## src/hw/rtl/rwr_ram.sv

```systemverilog
// generic single write port ram with registered read
// no dependencies
module rwr_ram #(
    parameter int WIDTH = 8,
    parameter int DEPTH = 16
) (
    input  logic                                         i_clk,
    input  logic                                         i_we,
    input  logic [((DEPTH > 1) ? $clog2(DEPTH) : 1)-1:0] i_waddr,
    input  logic [WIDTH-1:0]                             i_wdata,
    input  logic [((DEPTH > 1) ? $clog2(DEPTH) : 1)-1:0] i_raddr,
    output logic [WIDTH-1:0]                             o_rdata
);

    logic [WIDTH-1:0] r_mem [DEPTH];
    logic [WIDTH-1:0] r_rdata;

    always_ff @(posedge i_clk) begin
        if (i_we) begin
            r_mem[i_waddr] <= i_wdata;
        end
        r_rdata <= r_mem[i_raddr];
    end

    assign o_rdata = r_rdata;

endmodule

```

## config.mk

```make
export PLATFORM = sky130hd
export DESIGN_NAME = rwr_ram
export DESIGN_NICKNAME = d
export VERILOG_FILES = /design/src/hw/rtl/rwr_ram.sv
export SDC_FILE = /design/constraint.sdc
export NUM_CORES = 1
export LEC_CHECK = 0
export ABC_AREA = 1
export ABC_CLOCK_PERIOD_IN_PS = 1100
export BUFFER_PORTS_ARGS = -buffer_cell sky130_fd_sc_hd__buf_2
export CORE_MARGIN = 5
export CORE_UTILIZATION = 40
export CTS_BUF_LIST = sky130_fd_sc_hd__clkbuf_2 sky130_fd_sc_hd__clkbuf_4 sky130_fd_sc_hd__clkbuf_8
export DETAILED_ROUTE_END_ITERATION = 12
export SETUP_SLACK_MARGIN = 0.3
export SLEW_MARGIN = 0
export SYNTH_ARGS = -nofsm -noshare
export SYNTH_HDL_FRONTEND = slang
export SYNTH_SLANG_ARGS = --single-unit
```

## constraint.sdc

```tcl
create_clock -name i_clk -period 1.1 [get_ports i_clk]
set_input_delay 0.11 -clock i_clk [delete_from_list [all_inputs] [get_ports i_clk]]
set_output_delay 0.11 -clock i_clk [all_outputs]
set_load 0.02 [all_outputs]
```

# Word level (Yosys, flattened, before mapping)
# Memory sizes are Yosys's and may differ from the RTL's. A register that Yosys moved wholly into a read port is not among the register bits.
# Index checks and enable logic that the tools add are counted.
# word_totals
regBits	0
latch_bits	0
mem_bits_rw	128
rom_bits	0
input_bits	18
wordCells	3
mem_count	1
# mem_list
memory	words	width	read_ports	rd_ports_with_merged_regs	write_ports	line_no	source
r_mem	16	8	1	1	1	15	logic [WIDTH-1:0] r_mem [DEPTH];
# op_classes
addsub	0
multipliers	0
div_mod_pow	0
order_cmp	0
n_eq_ne	0
n_shift	0
n_mux	2
n_bitwise	0
reduce_logical	0
# ops
operator	count
1-bit 2-to-1 mux	2

# Logic depth before layout (Yosys ltp)
# Gate-level depths: netlist of the first run.
# depth
word_depth	2
mapped_depth	8

# Worst setup path before layout of the first run
# Ideal clock, no wire load.
# synth_timing
kind	input to register
from	input port i_waddr[3] (netlist bit)
to	memory r_mem[4][0] (enable)
setup_time_ns	0.370
arrival_ns	0.691
required_time_ns	0.730
slack_ns	0.039
cell_stages	2
n_path_buf	0
cell_sequence	nand3b_1 > nor2_1
# synth_lines
item	line_no	source
start, declared	9	input logic [((DEPTH > 1) ? $clog2(DEPTH) : 1)-1:0] i_waddr,
end, declared	15	
# Straight into the memory's write port.

# Final worst setup path of the first run
# layout_timing
from	register r_rdata[4], in the netlist o_rdata[4], read port of r_mem
to	output port o_rdata[4]
# layout_lines
item	line_no	source
start, declared	16	logic [WIDTH-1:0] r_rdata;
end, declared	12	output logic [WIDTH-1:0] o_rdata
# No word-level cell between the ends.

==> flow_summary_export.csv, run 1 <==
group,metric,value,unit
drt,route.detailed.drc,0,
critical_path,crit_path_cell_trace,"buf_6",
die,die_area,16920,um^2
critical_path,worstReg2RegStart,"r_mem[9][5]$_DFFE_PP_",
sta,period_minus_slack,1.049,ns
sta,drv_slew,0,
yosys,ys_ff_latch,136,
sta,fin_crit_sh,0.9538,
finish,drive_gt1_frac,0.2899,
sta,slew_headroom,0.7055,
grt,antenna_found_initial,0,
yosys,synth_area_per_cell,10.47,um^2
clocking,numCtsBuffers,17,
critical_path,worstPathRequired,0.99,ns
yosys,syn_area,5767,um^2
power_and_ir_drop,ir_drop,0.7222,mV
run_status,status,"complete, no violations",
drt,wl,13890,um
grt,grt_start_max_net_pins,55,
drt,routedWlPerCell,17.49,um
grt,grt_pass1_wl,21850,um
yosys,yosys.cell_types.count,12,
power_and_ir_drop,switching_share,0.2286,
critical_path,path_max_fanout,1,
die,die_width,130.1,um
critical_path,cp_slowest_cell,"dfxtp_2",
die,initial_core_util,0.4123,
flow_run,cap_viol_max_count,0,
critical_path,r2r_slack,0.13,ns
placement,portBuffers,25,
power_and_ir_drop,p_per_area,1556,nW/um^2
finish,num_antenna_cells,0,
min_path,min_path_cells,1,
critical_path,worstRegToRegCells,6,
sta,rsz0062_at_grt,"yes",
sta,tns,0,ns
yosys,ys_warn_count,0,
sta,hold_viol,0,
yosys,syn_inst,551,
clocking,clk_latency,0.45,ns
clocking,ctsHoldBuffers,0,
critical_path,cp.arrival,0.94,ns
placement,post-dp-hpwl,8817,um
yosys,seq_area_frac_synth,0.6943,
power_and_ir_drop,finalPower,11.15,mW
clocking,clk_transition_reported_paths,0.08,ns
die,row_count,43,
power_and_ir_drop,combinationalPowerShare,0.089,
sta,fmax,953.1,MHz
min_path,min-delay-start,"i_wdata[0]",
drt,firstDrtPassIters,5,
critical_path,worst_path_largest_cell_delay,0.37,ns
clocking,cts_tree,"yes",
grt,grt_pass1_vias,3875,
drt,drtIter0Drc,279,
sta,skew,0.01531,ns
drt,num_vias,3860,
die,fp.coreArea,13990,um^2
finish,area_delta_synth_final,24.24,%
clocking,cts.path.max_buffers,2,
power_and_ir_drop,p_int,8.601,mW
clocking,clock_sinks,136,
die,io_pins,26,
drt,met3WireLength,778,um
power_and_ir_drop,power.leakage,3.036,nW
drt,maxUsedRoutingLayer,"met4",
clocking,root_buffer,"clkbuf_8",
yosys,synth_nets,569,
critical_path,startpoint_type,"flip-flop",
min_path,hold_class,"input port to flip-flop",
power_and_ir_drop,sequentialPowerShare,0.524,
finish,fin_util,0.5122,
drt,viasPerCell,4.861,
power_and_ir_drop,switchingPower,2.550,mW
drt,wl_met2,6672,um
min_path,hold-path-endpoint,"r_mem[0][0]$_DFFE_PP_",
drt,wl_met1,6113,um
drt,postRouteAntennaNets,0,
finish,nNetsFinal,619,
sta,worst_pin_slew,0.4417,ns
power_and_ir_drop,p_clk_frac,0.387,
critical_path,crit_buf_inv,1,
grt,grtUsageTotal,0.1770,
critical_path,crit_family,"flip-flops",
critical_path,cp-end-kind,"primary output",
critical_path,critPathKind,"flip-flop to primary output",
critical_path,r2r-end,"o_rdata[5]$_DFF_P_",
grt,grt-ovfl-total,0,
critical_path,path_depth,1,
sta,setup_viol,0,
clocking,htree_levels,4,
die,die_height,130.1,um
placement,gp_congestion,0.9344,
area by class of cell:
| type | instances | area, um^2 |
|---|---|---|
| fillers | 1268 | 6824 |
| flip-flops and latches | 136 | 4014 |
| multi-input cells | 289 | 1627 |
| repair buffers | 55 | 500.5 |
| inverters | 102 | 390.4 |
| clock buffers | 19 | 249.0 |
| well taps | 180 | 225.2 |
| clock inverters | 13 | 158.9 |
worst register-to-register path: stages (launching register included):
cell	delay, ns
edfxtp_1	0.37
inv_1	0.06
nand2_1	0.05
nand3_1	0.10
nand3_1	0.09
nand3_1	0.13
nand2_1	0.06
cells by family (layout without fill, tap and decap cells):
family / count (synthesis) / after routing / share of synthesized area
simple gates: 289 / 289 / 0.2105
flops: 136 / 136 / 0.6943
buf+inv: 126 / 189 / 0.09525
how the worst max path moves through the flow:
stage	start	to	slack (ns)
2_1_floorplan	i_waddr[2]	r_mem[10][0]$_DFFE_PP_	0.12
3_3_place_gp	i_raddr[0]	o_rdata[6]$_DFF_P_	-0.11
3_5_place_dp	i_raddr[0]	o_rdata[6]$_DFF_P_	-0.13
4_1_cts	o_rdata[4]$_DFF_P_	o_rdata[4]	0.03
5_1_grt	o_rdata[4]$_DFF_P_	o_rdata[4]	0.02
6_report	o_rdata[4]$_DFF_P_	o_rdata[4]	0.05
placed cells by master, fill, tap and decap left out, types with 7 or more instances in the layout:
master    instances
edfxtp_1        128
buf_2            17
clkbuf_8         17
nand3_2          52
nor2_2            8
inv_1            95
buf_4            22
nand3_1          44
clkinv_1          7
buf_6             8
nand2_1         160
nand2_2           9
buf_12            8
nor2_4            9
dfxtp_2           8
Yosys cell counts (all sizes together):
master | instances | area share
dfxtp | 8 | 0.028
nand3b | 2 | 0.0026
nor2 | 17 | 0.011
edfxtp | 128 | 0.67
nand3 | 97 | 0.084
buf | 24 | 0.029
inv | 102 | 0.066
nand2 | 173 | 0.11
metrics by stage:
step / instances / hold WS (ns) / worst slack [ns] / cell area, um^2
after CTS: 794 / 0.07516 / 0.03394 / 7079
final: 794 / 0.1034 / 0.05079 / 7164
after floorplan: 551 / 0.2089 / 0.1164 / 5909
after detailed placement: 762 / 0.5301 / -0.1326 / 6414
after global routing: 794 / 0.09921 / 0.02280 / 7164
after global placement: 762 / 0.5261 / -0.1115 / 6414
sequential cells by signal, indices dropped and copies added (netlist names):
| signal | count |
|---|---|
| r_mem | 128 |
| o_rdata | 8 |
power by group through the flow:
stage          combinational, mW  sequential [mW]  clock [mW]
6_report                   0.996             5.84        4.32
5_1_grt                     1.09             5.84        4.62
4_1_cts                    0.980             5.84        4.39
3_5_place_dp               0.874             5.94           0
3_3_place_gp               0.863             5.94           0
2_1_floorplan              0.447             5.97           0
per-layer routing:
layer  global-route usage  up-vias
li1                     -     1870
met1               0.2436     1854
met2               0.2749      112
met3              0.03725       24
met4              0.07213        0
met5                    0        -
timing repair:
action	in CTS	in global routing
pin swaps	34	26
setup endpoints to repair	16	16
gates resized for setup	66	21
setup buffers	0	0
Power figures use the tool's default switching activity.
==> inputs of run 2 (changes only) <==
--- a/config.mk
+++ b/config.mk
@@ -6,9 +6,8 @@
 export NUM_CORES = 1
 export LEC_CHECK = 0
 export ABC_AREA = 1
-export ABC_CLOCK_PERIOD_IN_PS = 1100
+export ABC_CLOCK_PERIOD_IN_PS = 1000
 export BUFFER_PORTS_ARGS = -buffer_cell sky130_fd_sc_hd__buf_2
-export CORE_MARGIN = 5
 export CORE_UTILIZATION = 40
 export CTS_BUF_LIST = sky130_fd_sc_hd__clkbuf_2 sky130_fd_sc_hd__clkbuf_4 sky130_fd_sc_hd__clkbuf_8
 export DETAILED_ROUTE_END_ITERATION = 12
==> constraint.sdc (replaced) <==
create_clock -name i_clk -period 1 [get_ports i_clk]
set_input_delay 0.1 -clock i_clk [delete_from_list [all_inputs] [get_ports i_clk]]
set_output_delay 0.1 -clock i_clk [all_outputs]
set_load 0.02 [all_outputs]
==> run 2 against run 1 <==
Sequential cell count is the same. Final cell count is 0.38% lower. Critical path type unchanged. The flow now finishes with violations (negative setup slack). Die area decreased by 12%. Sequential share of layout area decreased by 0.43 points.
==> flow_summary_export.csv, run 2 (synthesized netlist as in run 1, its figures left out) <==
group,metric,value,unit
run_status,status,"finished, violations left",
run_status,violations,"negative setup slack",
drt,wl_met2,6965,um
grt,grt_pass1_wl,19760,um
finish,area_delta_synth_final,25.19,%
drt,drtIter0Drc,240,
critical_path,path_max_fanout,1,
finish,drive_gt1_frac,0.2815,
critical_path,r2r-end,"o_rdata[7]$_DFF_P_",
clocking,numCtsBuffers,17,
placement,portBuffers,25,
grt,grt_pass1_vias,3800,
grt,grt-ovfl-total,0,
critical_path,crit_end,"o_rdata[0]",
clocking,cts_tree,"yes",
drt,wl_met1,4972,um
critical_path,worstPathRequired,0.90,ns
finish,design_area,7219,um^2
placement,post-dp-hpwl,7992,um
drt,num_vias,3836,
min_path,hold_class,"input port to flip-flop",
sta,period_minus_slack,1.002,ns
die,io_pins,26,
finish,nFillCells,1259,
clocking,clk_transition_reported_paths,0.08,ns
critical_path,path_depth,1,
clocking,clk_latency,0.44,ns
drt,maxUsedRoutingLayer,"met4",
drt,wl,13130,um
sta,fmax,997.7,MHz
sta,rsz0062_at_grt,"yes",
drt,met3WireLength,883,um
drt,routedWlPerCell,16.59,um
sta,whs,0.08850,ns
critical_path,worstSetupStartpoint,"o_rdata[0]$_DFF_P_",
drt,viasPerCell,4.850,
sta,slew_headroom,0.7320,
grt,grtUsageTotal,0.1875,
critical_path,critPathKind,"flip-flop to primary output",
sta,skew,0.01272,ns
sta,fin_crit_sh,1.002,
drt,route.detailed.drc,0,
drt,postRouteAntennaNets,0,
critical_path,worstReg2RegStart,"r_mem[15][7]$_DFFE_PP_",
critical_path,cp.arrival,0.90,ns
critical_path,crit_family,"flip-flops",
die,initial_core_util,0.4123,
grt,antenna_found_initial,0,
die,die_width,122.1,um
sta,worst_pin_slew,0.4016,ns
power_and_ir_drop,power.leakage,3.067,nW
finish,final_common_cell,"nand2_1",
die,die_height,122.1,um
critical_path,crit_path_cell_trace,"buf_6",
critical_path,startpoint_type,"flip-flop",
finish,fin_util,0.5161,
critical_path,r2r_slack,0.04,ns
sta,drv_slew,0,
finish,multi_input_area,1607,um^2
clocking,clock_sinks,136,
finish,final_cell_mix,"164 x nand2_1, 128 x edfxtp_1, 97 x inv_1",
finish,top_register,"r_mem",
finish,num_antenna_cells,0,
critical_path,cp-end-kind,"primary output",
power_and_ir_drop,p_per_area,1739,nW/um^2
critical_path,worst_path_largest_cell_delay,0.35,ns
die,row_count,43,
clocking,cts.path.max_buffers,2,
grt,grt_start_max_net_pins,60,
die,fp.coreArea,13990,um^2
placement,dp.cells,757,
sta,tns,-0.002263,ns
clocking,htree_levels,4,
sta,hold_viol,0,
flow_run,cap_viol_max_count,0,
sta,setup_viol,1,
placement,dpl_cell_area,6414,um^2
sta,fin_ws,-0.002263,ns
clocking,root_buffer,"clkbuf_8",
finish,instances_no_fill,791,
drt,firstDrtPassIters,4,
die,die_area,14900,um^2
finish,largest_reg_flops,128,
critical_path,cp_slowest_cell,"dfxtp_2",
finish,nNetsFinal,616,
critical_path,crit_buf_inv,1,
critical_path,worstRegToRegCells,6,
finish,seqCellArea,4014,um^2
placement,gp_congestion,0.7969,
power_and_ir_drop,ir_drop,0.8249,mV
[run 2: cell types whose count changed in the layout (fill, tap and decap cells not counted), sizes merged]
cell,delta
bufinv,+1
inv,+2
clkinv,-1
dlygate4sd3,+1
buf,-4
clkinvlp,-2
[run 2: how the worst min path moves through the flow]
stage,start,endpoint,slack [ns],depth (start not counted)
after global placement,i_raddr[3],o_rdata[6]$_DFF_P_,0.42,3
after CTS,i_wdata[4],r_mem[6][4]$_DFFE_PP_,0.07,1
after global routing,i_wdata[4],r_mem[0][4]$_DFFE_PP_,0.07,1
after detailed placement,i_raddr[3],o_rdata[6]$_DFF_P_,0.41,3
after floorplan,i_wdata[0],r_mem[0][0]$_DFFE_PP_,0.20,0
final,i_raddr[2],o_rdata[5]$_DFF_P_,0.09,4
[run 2: tightest hold or removal path, stage by stage]
cell	delay (ns)
buf_2	0.15
nand3_1	0.12
nand3_1	0.08
nand2_1	0.06
[run 2: area by class of cell]
class / instances / share of cell area
Clock buffer: 19 / 0.03449
Timing Repair Buffer: 52 / 0.07400
Tap cell: 180 / 0.03120
Inverter: 102 / 0.05373
Clock inverter: 13 / 0.02808
Multi-Input combinational cell: 289 / 0.2225
Sequential cell: 136 / 0.5560
[run 2: metrics by stage]
step | total power [mW] | setup WS [ns]
floorplan | 7.069 | 0.02636
global placement | 7.453 | -0.2204
detailed placement | 7.469 | -0.2238
CTS | 12.57 | -0.02518
global route | 12.92 | -0.03491
finish | 12.55 | -0.002263
[run 2: power breakdown]
part	internal (mW)	leakage, nW	switching [mW]
combinational	0.388	1.62	0.702
clock	3.01	0.228	2.03
sequential	6.37	1.22	0.0458
[run 2: metal layers]
metal  GRT usage  up-vias
met5           0        -
met4     0.08918        0
met3     0.05009       23
met2      0.3273      113
met1      0.2123     1833
li1            -     1867
[run 2: what timing repair did]
item / CTS / global route
resized for setup: 58 / 25
hold endpoints to repair: 3 / 0
hold buffers: 1 / 0
endpoints found under the setup margin: 59 / 48
buffers inserted: 1 / 0
pin swaps: 25 / 28
